`src/rtl/marching_squares_contour_unit_assert.svh`:
```
// assertion macros
`ifndef MARCHING_SQUARES_CONTOUR_UNIT_ASSERT_SVH
`define MARCHING_SQUARES_CONTOUR_UNIT_ASSERT_SVH
`ifndef SYNTHESIS
`define MSC_ASSERT(label, clk, rst_n, prop) \
	label: assert property (@(posedge clk) disable iff (!rst_n) prop) \
		else $error("assertion failed");
`define MSC_ASSERT_NORST(label, clk, prop) \
	label: assert property (@(posedge clk) prop) else $error("assertion failed");
`else
`define MSC_ASSERT(label, clk, rst_n, prop)
`define MSC_ASSERT_NORST(label, clk, prop)
`endif
`endif

```
`src/rtl/msc_divider.sv`:
```
`timescale 1ns / 1ps
// restoring divider, one quotient bit per cycle: (num << FB) / den
module msc_divider #(
	parameter int FB = 16
) (
	input logic clk,
	input logic arst_n,
	input logic start,
	input logic [15:0] num,
	input logic [15:0] den,
	output logic busy,
	output logic [16+FB-1:0] quot
);
	localparam int QW = 16 + FB;
	localparam int CW = $clog2(QW + 1);
	logic [QW-1:0] dvd_q;
	logic [16:0] rem_q;
	logic [15:0] den_q;
	logic [CW-1:0] cnt_q;
	logic [16:0] trial;
	logic [16:0] sub;

	assign trial = {rem_q[15:0], dvd_q[QW-1]};
	assign sub = trial - {1'b0, den_q};
	assign busy = (cnt_q != '0);

	always_ff @(posedge clk or negedge arst_n) begin
		if (!arst_n) begin
			cnt_q <= '0;
		end else if (start) begin
			cnt_q <= CW'(QW);
		end else if (busy) begin
			cnt_q <= cnt_q - 1'b1;
		end
	end

	always_ff @(posedge clk) begin
		if (start) begin
			dvd_q <= {num, {FB{1'b0}}};
			rem_q <= '0;
			den_q <= den;
		end else if (busy) begin
			if (!sub[16]) begin
				rem_q <= sub;
				dvd_q <= {dvd_q[QW-2:0], 1'b1};
			end else begin
				rem_q <= trial;
				dvd_q <= {dvd_q[QW-2:0], 1'b0};
			end
		end
	end

	assign quot = dvd_q;
endmodule

```
`config.mk`:
```
export PLATFORM = sky130hd
export DESIGN_NAME = msc_divider
export DESIGN_NICKNAME = d
export VERILOG_FILES = /design/src/rtl/marching_squares_contour_unit_assert.svh /design/src/rtl/msc_divider.sv
export SDC_FILE = /design/constraint.sdc
export NUM_CORES = 1
export LEC_CHECK = 0
export CAP_MARGIN = 15
export CORE_MARGIN = 4
export CORE_UTILIZATION = 35
export CTS_CLUSTER_SIZE = 12
export DETAILED_ROUTE_END_ITERATION = 8
export DONT_BUFFER_PORTS = 1
export GPL_ROUTABILITY_DRIVEN = 0
export GPL_TIMING_DRIVEN = 1
export MAX_ROUTING_LAYER = met4
export SYNTH_ARGS = -nofsm -noshare
export SYNTH_HDL_FRONTEND = slang
export SYNTH_SLANG_ARGS = --single-unit
export TNS_END_PERCENT = 20
```
`constraint.sdc`:
```
create_clock -name clk -period 3.9 [get_ports clk]
set_input_delay 0.39 -clock clk [delete_from_list [all_inputs] [get_ports clk]]
set_output_delay 0.39 -clock clk [all_outputs]
set_load 0.02 [all_outputs]
```
==> results of run 1 <==
## final timing paths
kind	from	endpoint	slack, ps	depth (start not counted)
hold / removal	start	rem_q[8]	100	1
hold reg to reg	rem_q[7]	rem_q[7]	520	2
min in group asynchronous	arst_n	cnt_q[3]	330	1
setup / recovery	quot[31]	rem_q[12]	630	11
setup reg to reg	quot[31]	rem_q[12]	630	11
max in group asynchronous	arst_n	cnt_q[1]	3330	1
## kinds of logic (layout without fill, tap and decap cells)
kind of cell | count (synthesis) | after routing | share of synthesized area [%]
AND/OR/NAND/NOR | 125 | 125 | 15.1
AO/OA/AOI/OAI | 97 | 97 | 16.9
flip-flops | 70 | 70 | 48.6
buffers and inverters | 43 | 47 | 4.68
adder cells (fa/ha/maj) | 18 | 18 | 6.45
XOR/XNOR | 16 | 16 | 4.41
multiplexers | 14 | 14 | 3.92
## stage by stage
| step | worst slack (ps) | utilization (%) |
|---|---|---|
| floorplan | 948 | - |
| global placement | 757 | 37.7 |
| detailed placement | 665 | 37.7 |
| CTS | 608 | 39.6 |
| global route | 334 | 39.6 |
| finish | 632 | 39.6 |
## registers in the layout, indices dropped and copies added, names as in the netlist
name   count
cnt_q      6
den_q     16
rem_q     16
quot      32
## timing repair
| action | in CTS | in global routing |
|---|---|---|
| setup buffers | 0 | 0 |
| hold buffers | 1 | 0 |
| hold endpoints to repair | 6 | 0 |
## power by group
group | switching [mW] | internal (mW) | total, mW | leakage [nW]
combinational | 0.634 | 0.496 | 1.13 | 0.865
clock | 0.311 | 0.239 | 0.549 | 0.0949
sequential | 0.202 | 0.951 | 1.15 | 0.667
## cell usage in the layout (no fill, tap or decap), types with 2 or more instances in the layout
cell type / n
a211oi_1: 13
a21o_1: 4
a21oi_1: 28
a31oi_1: 7
and2_1: 3
and4_1: 2
buf_4: 4
clkbuf_8: 9
clkinv_4: 2
dfrtp_1: 6
dfxtp_1: 32
edfxtp_1: 32
ha_1: 17
inv_1: 25
inv_6: 3
mux2i_1: 13
nand2_1: 72
nand2b_1: 2
nand3_1: 5
nor2_1: 25
nor2b_1: 4
nor3_1: 2
o2111ai_1: 3
o211ai_1: 2
o21a_1: 6
o21ai_0: 23
o22ai_1: 3
or2_2: 2
xnor2_1: 12
xor2_1: 3
## cell type report
cell class	instances	area [sq um]	area share [%]
clock buffers	9	124	3.15
clock inverters	7	55.1	1.40
inverters	26	97.6	2.48
multi-input cells	270	1690	43.1
flip-flops and latches	70	1750	44.6
well taps	133	166	4.24
repair buffers	5	40.0	1.02
## routing by layer
layer | up-vias | track usage, % | share of wire [%]
met5 | - | - | 0
met4 | 0 | 7.21 | 2.3
met3 | 13 | 3.76 | 6.3
met2 | 66 | 21.1 | 44
met1 | 1237 | 17.6 | 47
li1 | 1342 | - | -
==> flow_metrics.tcl, run 1 <==
set metrics [dict create \
    period_needed_ps 3270 \
    crit_required_ps 4190 \
    io_pins 68 \
    maxCapViolCount 0 \
    routed_wl_um 7600 \
    power_mw 2.83 \
    synth_top_area_cell "edfxtp_1" \
    drt_iter0_drc 140 \
    hold_viol 0 \
    rsz0062_at_grt "no" \
    start_util_pct 36.4 \
    fin_setup_tns_ps 0 \
    dp_cells 503 \
    die_area_sq_mm 0.0120 \
    powerDensity_mw_per_mm2 721 \
    synth_edf_count 32 \
    placedInstanceArea_sq_mm 0.00374 \
    wl_per_cell_um 14.6 \
    clkSinkCount 70 \
    cts_buffer_depth 2 \
    syn_to_final_growth_pct 8.88 \
    final_cells 520 \
    antenna_found_initial 0 \
    max_stage_delay_ps 550 \
    maxSlewViolCount 0 \
    path_class "reg -> reg" \
    cp_max_fo 10 \
    grt_pass1_wl_um 12600 \
    status "completed" \
    fillCellCount 991 \
    cts_root_buf "clkbuf_8" \
    die_w_um 110 \
    dp_hpwl_um 5180 \
    clkTransAtPathRegs_ps 90 \
    synth.cell_area_sq_mm 0.00361 \
    crit_family "compound AO/OA/AOI/OAI gates" \
    grt-ovfl-total 0 \
    drive_gt1_share_pct 6.72 \
    ys_seq_area_share_pct 48.6 \
    timing.fmax_mhz 306 \
    stdcell_area_sq_mm 0.00393 \
    crit_chain "inv_1, ha_1, fa_1, nor2b_1, o2111ai_1, a311oi_1, o21ai_4, xor2_4, buf_4, or2_2, o22ai_1" \
    start_kind "flip-flop" \
    synthCells 383 \
    critical_path_buf_inv_count 2 \
    ys_top_cells_by_count "nand2_1 (72), dfxtp_1 (32), edfxtp_1 (32)" \
    vias 2658 \
    portBuffers 0 \
    synth_warnings 0 \
    cts-buffers-inserted 9 \
    drcViolationCount 0 \
    ant_nets 0 \
    grt_pass1_vias 2616 \
    antenna_cells 0 \
    syn_nets 436 \
    grt_max_degree 90 \
    hp-class "in -> reg" \
    p_leak_nw 1.63 \
    synth_ff_type "edfxtp_1" \
    worst_slew_pin_slew_ps 853 \
    cp_slowest_cell "a311oi_1" \
    ys_ff_latch 70 \
    setup_viol 0 \
    final_nets 435 \
    yosysMostFrequentCell "nand2_1" \
    htreeDepth 3 \
    finalClockSkew_ps 12.7 \
    hold_ws_ps 104 \
    fin_crit_sh_pct 83.8 \
    firstDrtPassIters 4 \
    clk_latency_ps 370 \
    placementRows 36 \
    syn_area_per_cell_sq_um 9.42 \
    tritoncts "yes" \
    maxSlewHeadroom_pct 43.0 \
    core_area_sq_mm 0.00991 \
    crit_arrival_ps 3560 \
    globalRouteTotalUtil_pct 14.1 \
    die_h_um 110 \
    yosys-top-cells-area "edfxtp_1 (27%), dfxtp_1 (18%), nand2_1 (7.5%)" \
    irDropWorstVdd_mv 0.202 \
    cp-end-kind "flip-flop" \
    avgViaCountPerCell 5.11 \
    synthArstFlopShare_pct 8.57 \
    cts_resized 0 \
    synth_cell_types 48 \
    synth_top_cell_area_share_pct 26.6 \
]
Note: power is estimated with default switching activity, not from simulation.
==> run 2, diff against run 1 <==
==> constraint.sdc (replaced) <==
create_clock -name clk -period 3.45 [get_ports clk]
set_input_delay 0.345 -clock clk [delete_from_list [all_inputs] [get_ports clk]]
set_output_delay 0.345 -clock clk [all_outputs]
set_load 0.02 [all_outputs]
==> run 2 against run 1 <==
Effect of this change:
- clock power rose by 23%
- hold slack got worse by 40 ps
- die area stayed put
- non-clock buffer count is 2 higher
- via count increased by 0.11%
- largest power group unchanged
==> flow_metrics.tcl, run 2 (synthesis gave the netlist of run 1 again) <==
set metrics [dict create \
    globalRouteTotalUtil_pct 13.8 \
    avgViaCountPerCell 5.09 \
    antenna_found_initial 1 \
    timing.fmax_mhz 323 \
    maxCapViolCount 0 \
    clkSinkCount 70 \
    syn_to_final_growth_pct 10.1 \
    hold_ws_ps 64.0 \
    die_w_um 110 \
    maxSlewViolCount 0 \
    vias 2661 \
    swShare_pct 40.2 \
    clk_latency_ps 360 \
    layout_commonest_cell "nand2_1" \
    net-switching-power_mw 1.31 \
    drt_iter0_drc 143 \
    dp_hpwl_um 5290 \
    cts_root_buf "clkbuf_8" \
    hp-class "in -> reg" \
    tritoncts "yes" \
    crit_arrival_ps 3330 \
    period_needed_ps 3100 \
    critical_path_buf_inv_count 2 \
    cp_slowest_cell "a311oi_2" \
    drcViolationCount 0 \
    largest_register_ffs 32 \
    fillCellCount 997 \
    powerDensity_mw_per_mm2 823 \
    p_leak_nw 1.64 \
    ant_nets 0 \
    routed_wl_um 7710 \
    grt_pass1_vias 2548 \
    io_pins 68 \
    grt_pass1_wl_um 12400 \
    cts-buffers-inserted 9 \
    setup_viol 0 \
    rsz0062_at_grt "no" \
    status "completed" \
    maxSlewHeadroom_pct 47.1 \
    start_kind "flip-flop" \
    placementRows 36 \
    p_comb_share_pct 39.7 \
    die_area_sq_mm 0.0120 \
    core_area_sq_mm 0.00991 \
    power_frac_seq_pct 39.7 \
    max_stage_delay_ps 440 \
    crit_family "compound AO/OA/AOI/OAI gates" \
    drive_gt1_share_pct 7.46 \
    start_util_pct 36.4 \
    htreeDepth 3 \
    postCtsSetupBuffers 0 \
    clkTransAtPathRegs_ps 90 \
    fin_crit_sh_pct 89.9 \
    irDropWorstVdd_mv 0.256 \
    hold_viol 0 \
    cts_buffer_depth 2 \
    grt-ovfl-total 0 \
    clkPwrFrac_pct 20.6 \
    crit_chain "inv_1, ha_1, fa_1, nor2b_1, o2111ai_1, a311oi_2, o21ai_4, xor2_4, buf_4, mux2i_1, a211oi_1" \
    fin_setup_tns_ps 0 \
    die_h_um 110 \
    final_cell_mix "nand2_1 (72), edfxtp_1 (32), dfxtp_1 (32)" \
    path_class "reg -> reg" \
    cp-end-kind "flip-flop" \
    utilization_pct 40.1 \
    firstDrtPassIters 4 \
    grt_max_degree 90 \
    wl_per_cell_um 14.7 \
    final_nets 437 \
    finalClockSkew_ps 9.03 \
    portBuffers 0 \
    worst_slew_pin_slew_ps 793 \
    cp_max_fo 11 \
    crit_required_ps 3680 \
    p_int_mw 1.96 \
]
## run 2: worst paths after layout
check | start | end | slack [ps] | depth (start not counted)
max | quot[31] | rem_q[5] | 350 | 11
min | start | rem_q[10] | 60 | 1
max reg2reg | quot[31] | rem_q[5] | 350 | 11
min reg2reg | rem_q[14] | rem_q[15] | 520 | 2
max in group asynchronous | arst_n | cnt_q[0] | 2940 | 1
min in group asynchronous | arst_n | cnt_q[3] | 290 | 1
## run 2: cell type report
| type | count | area, sq um | share of cell area, % |
|---|---|---|---|
| Multi-Input combinational cell | 270 | 1700 | 42.8 |
| Antenna cell | 1 | 2.50 | 0.0630 |
| Timing Repair Buffer | 7 | 55.1 | 1.39 |
| Inverter | 26 | 97.6 | 2.46 |
| Tap cell | 133 | 166 | 4.19 |
| Sequential cell | 70 | 1750 | 44.1 |
| Clock buffer | 10 | 149 | 3.75 |
| Clock inverter | 6 | 48.8 | 1.23 |
## run 2: repair_timing
item | 4_1_cts | 5_1_grt
endpoints found under the hold margin | 6 | 0
endpoints found under the setup margin | 0 | 4
hold buffers | 1 | 0
resized for setup | 0 | 1
## run 2: power groups by stage
stage,Combinational [mW],Clock (mW),Sequential [mW]
3_5_place_dp,1.29,0,1.32
5_1_grt,1.46,0.742,1.33
2_1_floorplan,1.06,0,1.27
3_3_place_gp,1.27,0,1.31
4_1_cts,1.30,0.699,1.30
6_report,1.30,0.673,1.30
## run 2: layer usage
layer,share of wire (%),GRT usage (%),up-vias
met2,44,20.5,61
li1,-,-,1353
met5,0,-,-
met1,49,17.3,1240
met4,1.3,5.61,0
met3,5.6,4.40,7
## run 2: through the flow
| step | instances | power [mW] | worst slack [ps] | area (sq um) |
|---|---|---|---|---|
| finish | 523 | 3.27 | 349 | 3970 |
| global route | 523 | 3.53 | 68.3 | 3970 |
| CTS | 522 | 3.30 | 189 | 3960 |
| detailed placement | 505 | 2.61 | 212 | 3750 |
| global placement | 505 | 2.58 | 358 | 3750 |
| floorplan | 383 | 2.33 | 498 | 3610 |
==> run 3, diff against run 2 <==
--- a/config.mk
+++ b/config.mk
@@ -12,7 +12,7 @@
 export DETAILED_ROUTE_END_ITERATION = 8
 export DONT_BUFFER_PORTS = 1
 export GPL_ROUTABILITY_DRIVEN = 0
-export GPL_TIMING_DRIVEN = 1
+export GPL_TIMING_DRIVEN = 0
 export MAX_ROUTING_LAYER = met4
 export SYNTH_ARGS = -nofsm -noshare
 export SYNTH_HDL_FRONTEND = slang
==> run 3 against run 2 <==
Effect of this change:
- critical path depth did not move
- largest cell class unchanged
- critical endpoint is now rem_q[1]
- first-iteration DRC count fell by 15%
- utilization rose by 0.49 points
- sequential share of layout area fell by 0.54 points
- via count rose by 4.4%
- non-clock buffer count rose by 13
- die area did not move
- highest routed layer unchanged
==> flow_metrics.tcl, run 3 (synthesis gave the netlist of run 1 again) <==
set metrics [dict create \
    power_frac_seq_pct 39.2 \
    htreeDepth 3 \
    p_int_mw 2.01 \
    irDropWorstVdd_mv 0.247 \
    maxCapViolCount 0 \
    portBuffers 0 \
    antenna_found_initial 0 \
    r2r_slack_ps 200 \
    p_leak_nw 1.65 \
    ant_nets 0 \
    grt_pass1_vias 2732 \
    placedInstanceArea_sq_mm 0.00377 \
    cp_slowest_cell "edfxtp_1" \
    cts_buffer_depth 2 \
    hp-class "in -> reg" \
    maxSlewHeadroom_pct 46.2 \
    start_util_pct 36.4 \
    io_pins 68 \
    crit_required_ps 3740 \
    final_nets 450 \
    grt-ovfl-total 0 \
    maxSlewViolCount 0 \
    routed_wl_um 8070 \
    clkSinkCount 70 \
    crit_arrival_ps 3550 \
    globalRouteTotalUtil_pct 14.5 \
    final_cells 536 \
    critical_path_buf_inv_count 2 \
    max_stage_delay_ps 490 \
    p_comb_share_pct 40.7 \
    worst_slew_pin_slew_ps 807 \
    hold_viol 0 \
    firstDrtPassIters 4 \
    placementRows 36 \
    powerDensity_mw_per_mm2 825 \
    fin_setup_tns_ps 0 \
    net-switching-power_mw 1.31 \
    grt_max_degree 18 \
    cts-buffers-inserted 9 \
    rsz0062_at_grt "no" \
    path_class "reg -> reg" \
    largest_register_ffs 32 \
    cp-end-kind "flip-flop" \
    syn_to_final_growth_pct 11.4 \
    tritoncts "yes" \
    start_kind "flip-flop" \
    stdcell_area_sq_mm 0.00402 \
    wl_per_cell_um 15.1 \
    dp_hpwl_um 6070 \
    layout_commonest_cell "nand2_1" \
    drcViolationCount 0 \
    finalClockSkew_ps 11.1 \
    vias 2779 \
    drive_gt1_share_pct 6.22 \
    crit_chain "inv_1, ha_1, fa_1, nor2b_1, o2111ai_1, a311oi_2, o21ai_4, xor2_4, buf_12, or4_1, nand3_1" \
    cp_max_fo 7 \
    final_cell_mix "nand2_1 (72), edfxtp_1 (32), dfxtp_1 (32)" \
    period_needed_ps 3250 \
    drt_iter0_drc 121 \
    clkPwrFrac_pct 20.0 \
    status "completed" \
    cts_root_buf "clkbuf_8" \
    swShare_pct 39.5 \
    grt_pass1_wl_um 13100 \
    die_h_um 110 \
    clk_latency_ps 350 \
    avgViaCountPerCell 5.18 \
    setup_viol 0 \
    timing.fmax_mhz 307 \
    crit_family "compound AO/OA/AOI/OAI gates" \
    core_area_sq_mm 0.00991 \
    die_area_sq_mm 0.0120 \
    clkTransAtPathRegs_ps 80 \
    die_w_um 110 \
    fin_crit_sh_pct 94.3 \
    dp_cells 516 \
]
## run 3: changes by cell type in the layout (fill, tap and decap cells not counted), sizes merged
cell      previous run  this run
clkinvlp             1         0
bufinv               0         1
buf                  6         3
clkinv               1         7
inv                 30        25
clkbuf              10        25
## run 3: metrics by stage
| stage | util (%) | setup slack (ps) | power (mW) | hold WS (ps) |
|---|---|---|---|---|
| finish | 40.6 | 195 | 3.32 | 87.7 |
| global route | 40.5 | 24.1 | 3.57 | 55.0 |
| CTS | 40.3 | 7.44 | 3.31 | 68.9 |
| detailed placement | 38.1 | -114 | 2.62 | 49.6 |
| global placement | 38.1 | -57.6 | 2.59 | 49.7 |
| floorplan | - | 498 | 2.33 | 49.4 |
## run 3: power groups by stage
stage	clock (mW)	sequential (mW)	combinational, mW
after floorplan	0	1.27	1.06
after global placement	0	1.32	1.27
after detailed placement	0	1.32	1.30
after CTS	0.682	1.31	1.32
after global routing	0.729	1.33	1.51
final	0.664	1.30	1.35
## run 3: final timing paths
path,startpoint,end,depth (start not counted)
worst max-delay path,quot[31],rem_q[1],11
worst min-delay path,den[0],den_q[0],0
worst max register to register,quot[31],rem_q[1],11
worst min register to register,rem_q[13],rem_q[13],2
max in group asynchronous,arst_n,cnt_q[0],1
min in group asynchronous,arst_n,cnt_q[5],1
## run 3: timing repair
item / in CTS / in global routing
hold endpoints to repair: 6 / 0
hold buffers: 1 / 0
endpoints found under the setup margin: 9 / 10
setup buffers: 0 / 2
resized for setup: 1 / 0
cloned: 0 / 0
## run 3: per-layer routing
layer | vias up | track usage (%) | share of wire (%)
met1 | 1311 | 17.5 | 44
met5 | - | - | 0
met3 | 12 | 4.46 | 6.3
met4 | 0 | 5.70 | 2.0
li1 | 1383 | - | -
met2 | 73 | 22.9 | 47
## run 3: cell type report
type	instances	area, sq um
fillers	992	5890
flip-flops and latches	70	1750
multi-input cells	270	1690
well taps	133	166
clock buffers	9	124
inverters	26	97.6
clock inverters	7	75.1
plain buffers	17	71.3
repair buffers	3	37.5
diodes	1	2.50
## run 3: worst register-to-register path, cell delays in order (launching register included)
cell,delay [ps]
edfxtp_1,490
inv_1,110
ha_1,260
fa_1,430
nor2b_1,190
o2111ai_1,220
a311oi_2,490
o21ai_4,160
xor2_4,200
buf_12,160
or4_1,390
nand3_1,90
